`src/rtl/core/stu_pkg.sv`:
```
`default_nettype none

package stu_pkg;

  // Widths of the position counters, of the byte offset, of the token length and of the integer value.
  localparam int unsigned OFFSET_BITS   = 24;
  localparam int unsigned POSITION_BITS = 16;
  localparam int unsigned LEN_BITS      = 16;
  localparam int unsigned VAL_BITS      = 31;

  // Depth of the byte queue, of the record queue, and the record counts per scan step.
  localparam int unsigned IN_DEPTH       = 4;
  localparam int unsigned OUT_DEPTH      = 8;
  localparam int unsigned MAX_STEP_RECS  = 4;
  localparam int unsigned STEP_WRITES    = 4;
  localparam int unsigned WR_N_BITS      = $clog2(STEP_WRITES + 1);

  // Token kinds.
  localparam logic [3:0] KIND_OP      = 4'd0;
  localparam logic [3:0] KIND_KEYWORD = 4'd1;
  localparam logic [3:0] KIND_IDENT   = 4'd2;
  localparam logic [3:0] KIND_STRING  = 4'd3;
  localparam logic [3:0] KIND_INT     = 4'd4;
  localparam logic [3:0] KIND_FLOAT   = 4'd5;
  localparam logic [3:0] KIND_NEWLINE = 4'd6;
  localparam logic [3:0] KIND_INDENT  = 4'd7;
  localparam logic [3:0] KIND_EOF     = 4'd8;
  localparam logic [3:0] KIND_UNKNOWN = 4'd9;
  localparam logic [3:0] KIND_UNTERM  = 4'd10;

  typedef enum logic [1:0] {
    CLS_NONE   = 2'd0,
    CLS_SINGLE = 2'd1,
    CLS_EQ     = 2'd2,
    CLS_DBL    = 2'd3
  } op_cls_e;

  typedef struct packed {
    op_cls_e cls;
    logic    alpha;
    logic    digit;
  } chr_t;

  typedef struct packed {
    logic [7:0] ch;
    logic       last;
    chr_t       info;
  } in_item_t;

  typedef struct packed {
    logic [3:0]               kind;
    logic [23:0]              op_text;
    logic [3:0]               keyword_id;
    logic [VAL_BITS-1:0]      value;
    logic [POSITION_BITS-1:0] line;
    logic [POSITION_BITS-1:0] column;
    logic [OFFSET_BITS-1:0]   text_start;
    logic [LEN_BITS-1:0]      text_length;
    logic                     end_of_run;
  } rec_t;

  typedef struct packed {
    logic [WR_N_BITS-1:0]     n;
    rec_t [STEP_WRITES-1:0]   data;
  } rec_wr_t;

  function automatic op_cls_e op_class(logic [7:0] b);
    op_cls_e c;
    unique case (b) inside
      "[", "]", "(", ")", "{", "}", ":", ",", ".", "\\": c = CLS_SINGLE;
      "+", "-", "/", "%", "&", "|", "!", "^", "~", "=":  c = CLS_EQ;
      "<", ">", "*":                                     c = CLS_DBL;
      default:                                           c = CLS_NONE;
    endcase
    return c;
  endfunction

  function automatic chr_t classify(logic [7:0] b);
    chr_t r;
    r.cls   = op_class(b);
    r.alpha = (b >= "a" && b <= "z") || (b >= "A" && b <= "Z") || (b == "_");
    r.digit = (b >= "0" && b <= "9");
    return r;
  endfunction

endpackage

`default_nettype wire

```
`src/rtl/core/stu_front.sv`:
```
`default_nettype none

module stu_front (
  input  logic             clk_i,
  input  logic             rst_ni,
  input  logic [7:0]       ch_i,
  input  logic             last_i,
  input  logic             push_i,
  output logic             full_o,
  output logic             valid_o,
  output stu_pkg::in_item_t item_o,
  input  logic             take_i
);
  import stu_pkg::*;

  localparam int unsigned PTR_W = $clog2(IN_DEPTH);
  localparam int unsigned CNT_W = $clog2(IN_DEPTH + 1);

  in_item_t         mem_q [IN_DEPTH];
  logic [PTR_W-1:0] wr_ptr_q, rd_ptr_q;
  logic [CNT_W-1:0] cnt_q, cnt_d;
  logic             wr_en, rd_en;

  assign full_o  = (cnt_q == CNT_W'(IN_DEPTH));
  assign valid_o = (cnt_q != '0);
  assign item_o  = mem_q[rd_ptr_q];
  assign wr_en   = push_i && !full_o;
  assign rd_en   = take_i && valid_o;

  always_comb begin
    cnt_d = cnt_q;
    if (wr_en && !rd_en) begin
      cnt_d = cnt_q + CNT_W'(1);
    end else if (rd_en && !wr_en) begin
      cnt_d = cnt_q - CNT_W'(1);
    end
  end

  always_ff @(posedge clk_i or negedge rst_ni) begin
    if (!rst_ni) begin
      wr_ptr_q <= '0;
      rd_ptr_q <= '0;
      cnt_q    <= '0;
    end else begin
      cnt_q <= cnt_d;
      if (wr_en) begin
        wr_ptr_q <= wr_ptr_q + PTR_W'(1);
      end
      if (rd_en) begin
        rd_ptr_q <= rd_ptr_q + PTR_W'(1);
      end
    end
  end

  // Bytes are classified on the way in so the scanner sees the class ready.
  always_ff @(posedge clk_i) begin
    if (wr_en) begin
      mem_q[wr_ptr_q] <= '{ch: ch_i, last: last_i, info: classify(ch_i)};
    end
  end

endmodule

`default_nettype wire

```
`config.mk`:
```
export PLATFORM = sky130hd
export DESIGN_NAME = stu_front
export DESIGN_NICKNAME = d
export VERILOG_FILES = /design/src/rtl/core/stu_pkg.sv /design/src/rtl/core/stu_front.sv
export SDC_FILE = /design/constraint.sdc
export NUM_CORES = 1
export LEC_CHECK = 0
export BUFFER_PORTS_ARGS = -buffer_cell sky130_fd_sc_hd__buf_2
export CAP_MARGIN = 25
export CORE_AREA = 5 5 92 94
export CTS_CLUSTER_DIAMETER = 200
export DETAILED_ROUTE_END_ITERATION = 10
export DIE_AREA = 0 0 97 99
export GPL_TIMING_DRIVEN = 0
export SLEW_MARGIN = 0
export SYNTH_ARGS = -nofsm -noshare
export SYNTH_HDL_FRONTEND = slang
export SYNTH_SLANG_ARGS = --single-unit
```
`constraint.sdc`:
```
create_clock -name clk_i -period 2 [get_ports clk_i]
set_clock_uncertainty 0.1 [all_clocks]
set_input_delay 0.4 -clock clk_i [delete_from_list [all_inputs] [get_ports clk_i]]
set_output_delay 0.4 -clock clk_i [all_outputs]
set_load 0.02 [all_outputs]
```
# After elaboration in Yosys (flattened, before gate mapping)
# Memories as Yosys holds them, arrays and structs flattened.
# Index checks and enable logic that the tools add are counted.
dict set report op_classes {
  add_sub_neg 4
  n_mux 6
  order_cmp 6
  eq_ne 25
  reduce_logical 17
}
# cell n
set op_table {}
lappend op_table {{$eq 8x6->1 const B} 15}
lappend op_table {{$eq 8x7->1 const B} 9}
lappend op_table {{$reduce_or 10->1} 2}
lappend op_table {{$ge 8x7->1 const B} 2}
lappend op_table {{$le 8x7->1 const B} 2}
lappend op_table {{$ge 8x6->1 const B} 1}
lappend op_table {{$le 8x6->1 const B} 1}
lappend op_table {{$logic_and 1x1->1} 7}
lappend op_table {{$mux 3} 2}
lappend op_table {{$pmux 2 s3} 1}
lappend op_table {{$add 2x1->2 const B} 2}
lappend op_table {{$add 3x1->3 const B} 1}
lappend op_table {{$eq 3x3->1 const B} 1}
lappend op_table {{$logic_not 1->1} 3}
lappend op_table {{$reduce_bool 3->1} 1}
lappend op_table {{$reduce_or 3->1} 1}
lappend op_table {{$sub 3x1->3 const B} 1}
lappend op_table {{$logic_or 1x1->1} 2}
lappend op_table {{$mux 1} 2}
lappend op_table {{$mux 2} 1}
lappend op_table {{$reduce_bool 2->1} 1}
dict set report totals {
  word_cells 62
  n_memories 1
  ff_bits 7
  output_inout_bits 15
  mem_bits_rw 52
}
# name depth width rd rd_clocked_by_memory_dff write_ports line_no
set memory_table {}
lappend memory_table {mem_q 4 13 1 0 1 stu_front.sv:19} ;# in_item_t mem_q [IN_DEPTH];

# Depth between registers and ports, before layout
dict set report depth {
  word_depth 7
  depth_mapped 9
}

# Worst setup path before layout
# OpenSTA, ideal clock, no wires.
dict set report synth_timing {
  path_kind {register to register}
  startpoint {reg cnt_q[0]}
  endpoint {reg cnt_q[2]}
  n_path_buf 0
  t_arrival_ns 2.014
  stages_incl_launch_ff 9
  path_slack_ns -0.193
  cell_sequence {dfrtp_1 > or3_1 > nand2_1 > ha_1 > inv_1 > fa_1 > xor2_1 > nor2_1 > xor2_1}
}
# element line_no
set synth_rtl {}
lappend synth_rtl {{from (decl)} stu_front.sv:21} ;# logic [CNT_W-1:0] cnt_q, cnt_d;
lappend synth_rtl {{from (signal assigned)} stu_front.sv:45} ;# cnt_q <= cnt_d;
lappend synth_rtl {{$reduce_bool 3->1 *} stu_front.sv:25} ;# assign valid_o = (cnt_q != '0);
lappend synth_rtl {{via valid_o} stu_front.sv:10} ;# output logic valid_o,
lappend synth_rtl {{$logic_and 1x1->1 *} stu_front.sv:28} ;# assign rd_en = take_i && valid_o;
lappend synth_rtl {{$logic_not 1->1} stu_front.sv:32} ;# if (wr_en && !rd_en) begin
lappend synth_rtl {{$logic_and 1x1->1} stu_front.sv:32}
lappend synth_rtl {{$mux 3 / $reduce_bool 2->1 (equally long branches)} n/a}
# Mark *: on every way through the listed nets, which the timed path passes. The rest lies on a longest branch. The select of a mux whose other input is x is not followed.
# A chain may end at the register's enable or synchronous reset.

==> metrics.yaml <==
run_status: "finished, violations left"
failed_checks: "setup timing"
design_area_um2: 3230
postSynth.topFlopCell: "sky130_fd_sc_hd__edfxtp_1"
wl_met3_um: 182
clkTransAtPathRegs_ps: 70
post_synthesis_instance_total: 137
reg2reg_depth: 8
power.static_leakage_nw: 1.19
grt_use_total_pct: 10.7
path_class: "flop to output port"
clock_tree.root_cell: "sky130_fd_sc_hd__clkbuf_8"
wire_length_of_the_first_global_routing_pass_um: 7720
core_area_um2: 7570
crit_path_max_incr_delay_ps: 520
worstPathCellList: "buf_6 > buf_6 > mux4_2 > buf_6"
detailedRoute.firstPassIterationCount: 4
die_extent_in_x_um: 97
worstReg2RegEnd: "cnt_q[2]$_DFFE_PN0P_"
mostFrequentLayoutCells: "sky130_fd_sc_hd__edfxtp_1 (52), sky130_fd_sc_hd__buf_6 (20), sky130_fd_sc_hd__buf_2 (14)"
timing.critical_path.arrival_ps: 1590
top_layer: "met4"
async_flop_share_pct: 11.9
seq_area_frac_synth_pct: 67.9
cts_inserted_buffers: 9
max-cap-violations: 0
dpl-instance-area_um2: 2860
io_pins: 28
fin_tns_setup_ps: -1060
post-route-min-period_ps: 2090
hold_path_class: "input pin to flop"
finalHoldViolCount: 0
route.detailed.vias_per_inst: 4.59
critical_path.slowest_cell: "sky130_fd_sc_hd__mux4_2"
critical_path.top_delay_family: "multiplexers"
whs_endpoint: "mem_q[1][4]$_DFFE_PP_"
cts_num_sinks: 59
numnets_final: 206
crit_fanout: 5
cp-end-kind: "output port"
layout-area-overhead-vs-synth_pct: 26.4
worst_skew_pair.late_latency_ps: 320
synth.lib_cells_used.distinct: 34
cts_tree: "yes"
critPathRequiredTime_ps: 1500
vias: 1350
timing.final.ws_setup_ps: -91.1
cts.htree.levels: 3
pwr_density_cell_nw_per_um2: 1430
worst-r2r-setup-slack_ps: 0
synthesis.area_per_instance_um2: 18.7
routed_wire_length_per_instance_um: 16.2
antennaDiodeCount: 0
chipHeight_um: 99
vias_in_the_first_global_route: 1454
drive_gt1_share_pct: 47.4
setup_violations: 13
rr_startpoint: "cnt_q[0]$_DFFE_PN0P_"
report.final.slew_viol_count: 0
max_clock_freq_mhz: 478
fin_crit_sh_pct: 105
timing.critical_path.from: "rd_ptr_q[0]$_DFFE_PN0P_"
start_util_pct: 33.8
synth-edff-count: 52
max_slew_margin_pct: 64.9
detail-route-antenna-nets: 0
layout_commonest_cell: "sky130_fd_sc_hd__edfxtp_1"
yosys_warnings: 0
routed_met2_length_um: 2360
critical-path-top-cell-by-count: "sky130_fd_sc_hd__buf_6"
synthesis.nets: 156
placed_wire_length_estimate_um: 2930
sort_of_element_at_the_start_of_the_critical_path: "flop"
grt_start_max_net_pins: 14
antenna_found_initial: 0
gp_routability_congestion: 0.712
io_buffer_count: 27
ir_worst_vdd_mv: 0.366
drt_drc_violations_left: 0
dr.first_iter.drc_count: 82
syn_area_um2: 2560
num_rows: 32
worst_hold_path.num_cells: 1
holdCritStartpoint: "last_i"
die_area_um2: 9600
rsz0062_at_grt: "yes"
cts.path.max_buffers: 2
worst_slew_pin_slew_ps: 525
routed_wl_um: 4760
met1_length_um: 2140
postSynthRegisterBits: 59
grt-ovfl-total: 0
critPathBufInv: 3
power by group:
| group | internal [W] | total (W) | switching [W] |
|---|---|---|---|
| logic | 0.00107 | 0.00200 | 0.000930 |
| clock network | 0.000436 | 0.000874 | 0.000438 |
| registers | 0.00164 | 0.00176 | 0.000118 |
| total | 0.00315 | 0.00463 | 0.00149 |
metal layers:
| metal | GRT usage (%) | vias to the layer above |
|---|---|---|
| met5 | 0 | - |
| met4 | 6.16 | 0 |
| met3 | 2.62 | 5 |
| met2 | 17.1 | 22 |
| met1 | 13.2 | 687 |
| li1 | - | 636 |
sequential cells by signal, indices dropped and copies added, names as in the netlist:
name      flops
mem_q        52
wr_ptr_q      2
cnt_q         3
rd_ptr_q      2
final cells by class:
class,count,area (µm²)
buffer,6,72.6
clock buffer,10,128
clock inverter,6,32.5
fill,663,4340
inverter,6,22.5
multi-input combinational,65,762
sequential,59,1740
tap,102,128
timing repair buffer,40,348
cell usage after synthesis, types with 2 or more instances:
library cell / instances / area, µm²
sky130_fd_sc_hd__edfxtp_1: 52 / 1560
sky130_fd_sc_hd__and2_1: 4 / 25.0
sky130_fd_sc_hd__xor2_1: 2 / 17.5
sky130_fd_sc_hd__buf_6: 4 / 45.0
sky130_fd_sc_hd__nand2_1: 4 / 15.0
sky130_fd_sc_hd__buf_2: 2 / 10.0
sky130_fd_sc_hd__mux4_2: 10 / 225
sky130_fd_sc_hd__mux4_1: 3 / 78.8
sky130_fd_sc_hd__nor2b_1: 2 / 12.5
sky130_fd_sc_hd__o21ai_0: 3 / 15.0
sky130_fd_sc_hd__xnor2_1: 4 / 35.0
sky130_fd_sc_hd__ha_1: 5 / 62.6
sky130_fd_sc_hd__nor3_1: 3 / 15.0
sky130_fd_sc_hd__mux2_2: 2 / 22.5
sky130_fd_sc_hd__nor2_1: 3 / 11.3
sky130_fd_sc_hd__nor3b_2: 3 / 37.5
sky130_fd_sc_hd__a21oi_1: 2 / 10.0
sky130_fd_sc_hd__nor3b_1: 2 / 15.0
sky130_fd_sc_hd__inv_1: 6 / 22.5
sky130_fd_sc_hd__dfrtp_1: 7 / 175
metrics by stage:
| step | util (%) | std cells | power, W | hold slack [ps] | worst slack [ps] |
|---|---|---|---|---|---|
| floorplan | - | 137 | 0.00286 | 4.41 | -65.3 |
| global placement | 37.7 | 266 | 0.00327 | 146 | -95.7 |
| detailed placement | 37.7 | 266 | 0.00330 | 148 | -103 |
| CTS | 42.3 | 292 | 0.00465 | 194 | -130 |
| global route | 42.7 | 294 | 0.00491 | 204 | -172 |
| finish | 42.7 | 294 | 0.00463 | 208 | -91.1 |
worst max-delay path by stage:
stage                            to  depth (start not counted)  slack, ps
5_1_grt                   item_o[8]                          4       -170
3_5_place_dp   cnt_q[2]$_DFFE_PN0P_                          8       -100
4_1_cts                  item_o[10]                          4       -130
3_3_place_gp   cnt_q[2]$_DFFE_PN0P_                          8       -100
2_1_floorplan  cnt_q[2]$_DFFE_PN0P_                          8        -70
6_report                  item_o[1]                          4        -90
cells by family after synthesis:
kind of cell	Yosys count	share of synthesized area, %
buf+inv	13	3.82
compound gates	12	3.33
fa+ha+maj	6	3.23
simple gates	26	6.90
flops	59	67.9
xor+xnor	6	2.05
mux	15	12.8
timing repair:
action                     4_1_cts  5_1_grt
buffers inserted                 9        2
cloned                           1        0
pin swaps                        4        2
hold endpoints to repair         7        0
setup endpoints to repair       38       54
hold buffers                     1        0
resized for setup               36        7
Power figures use the tool's default switching activity.
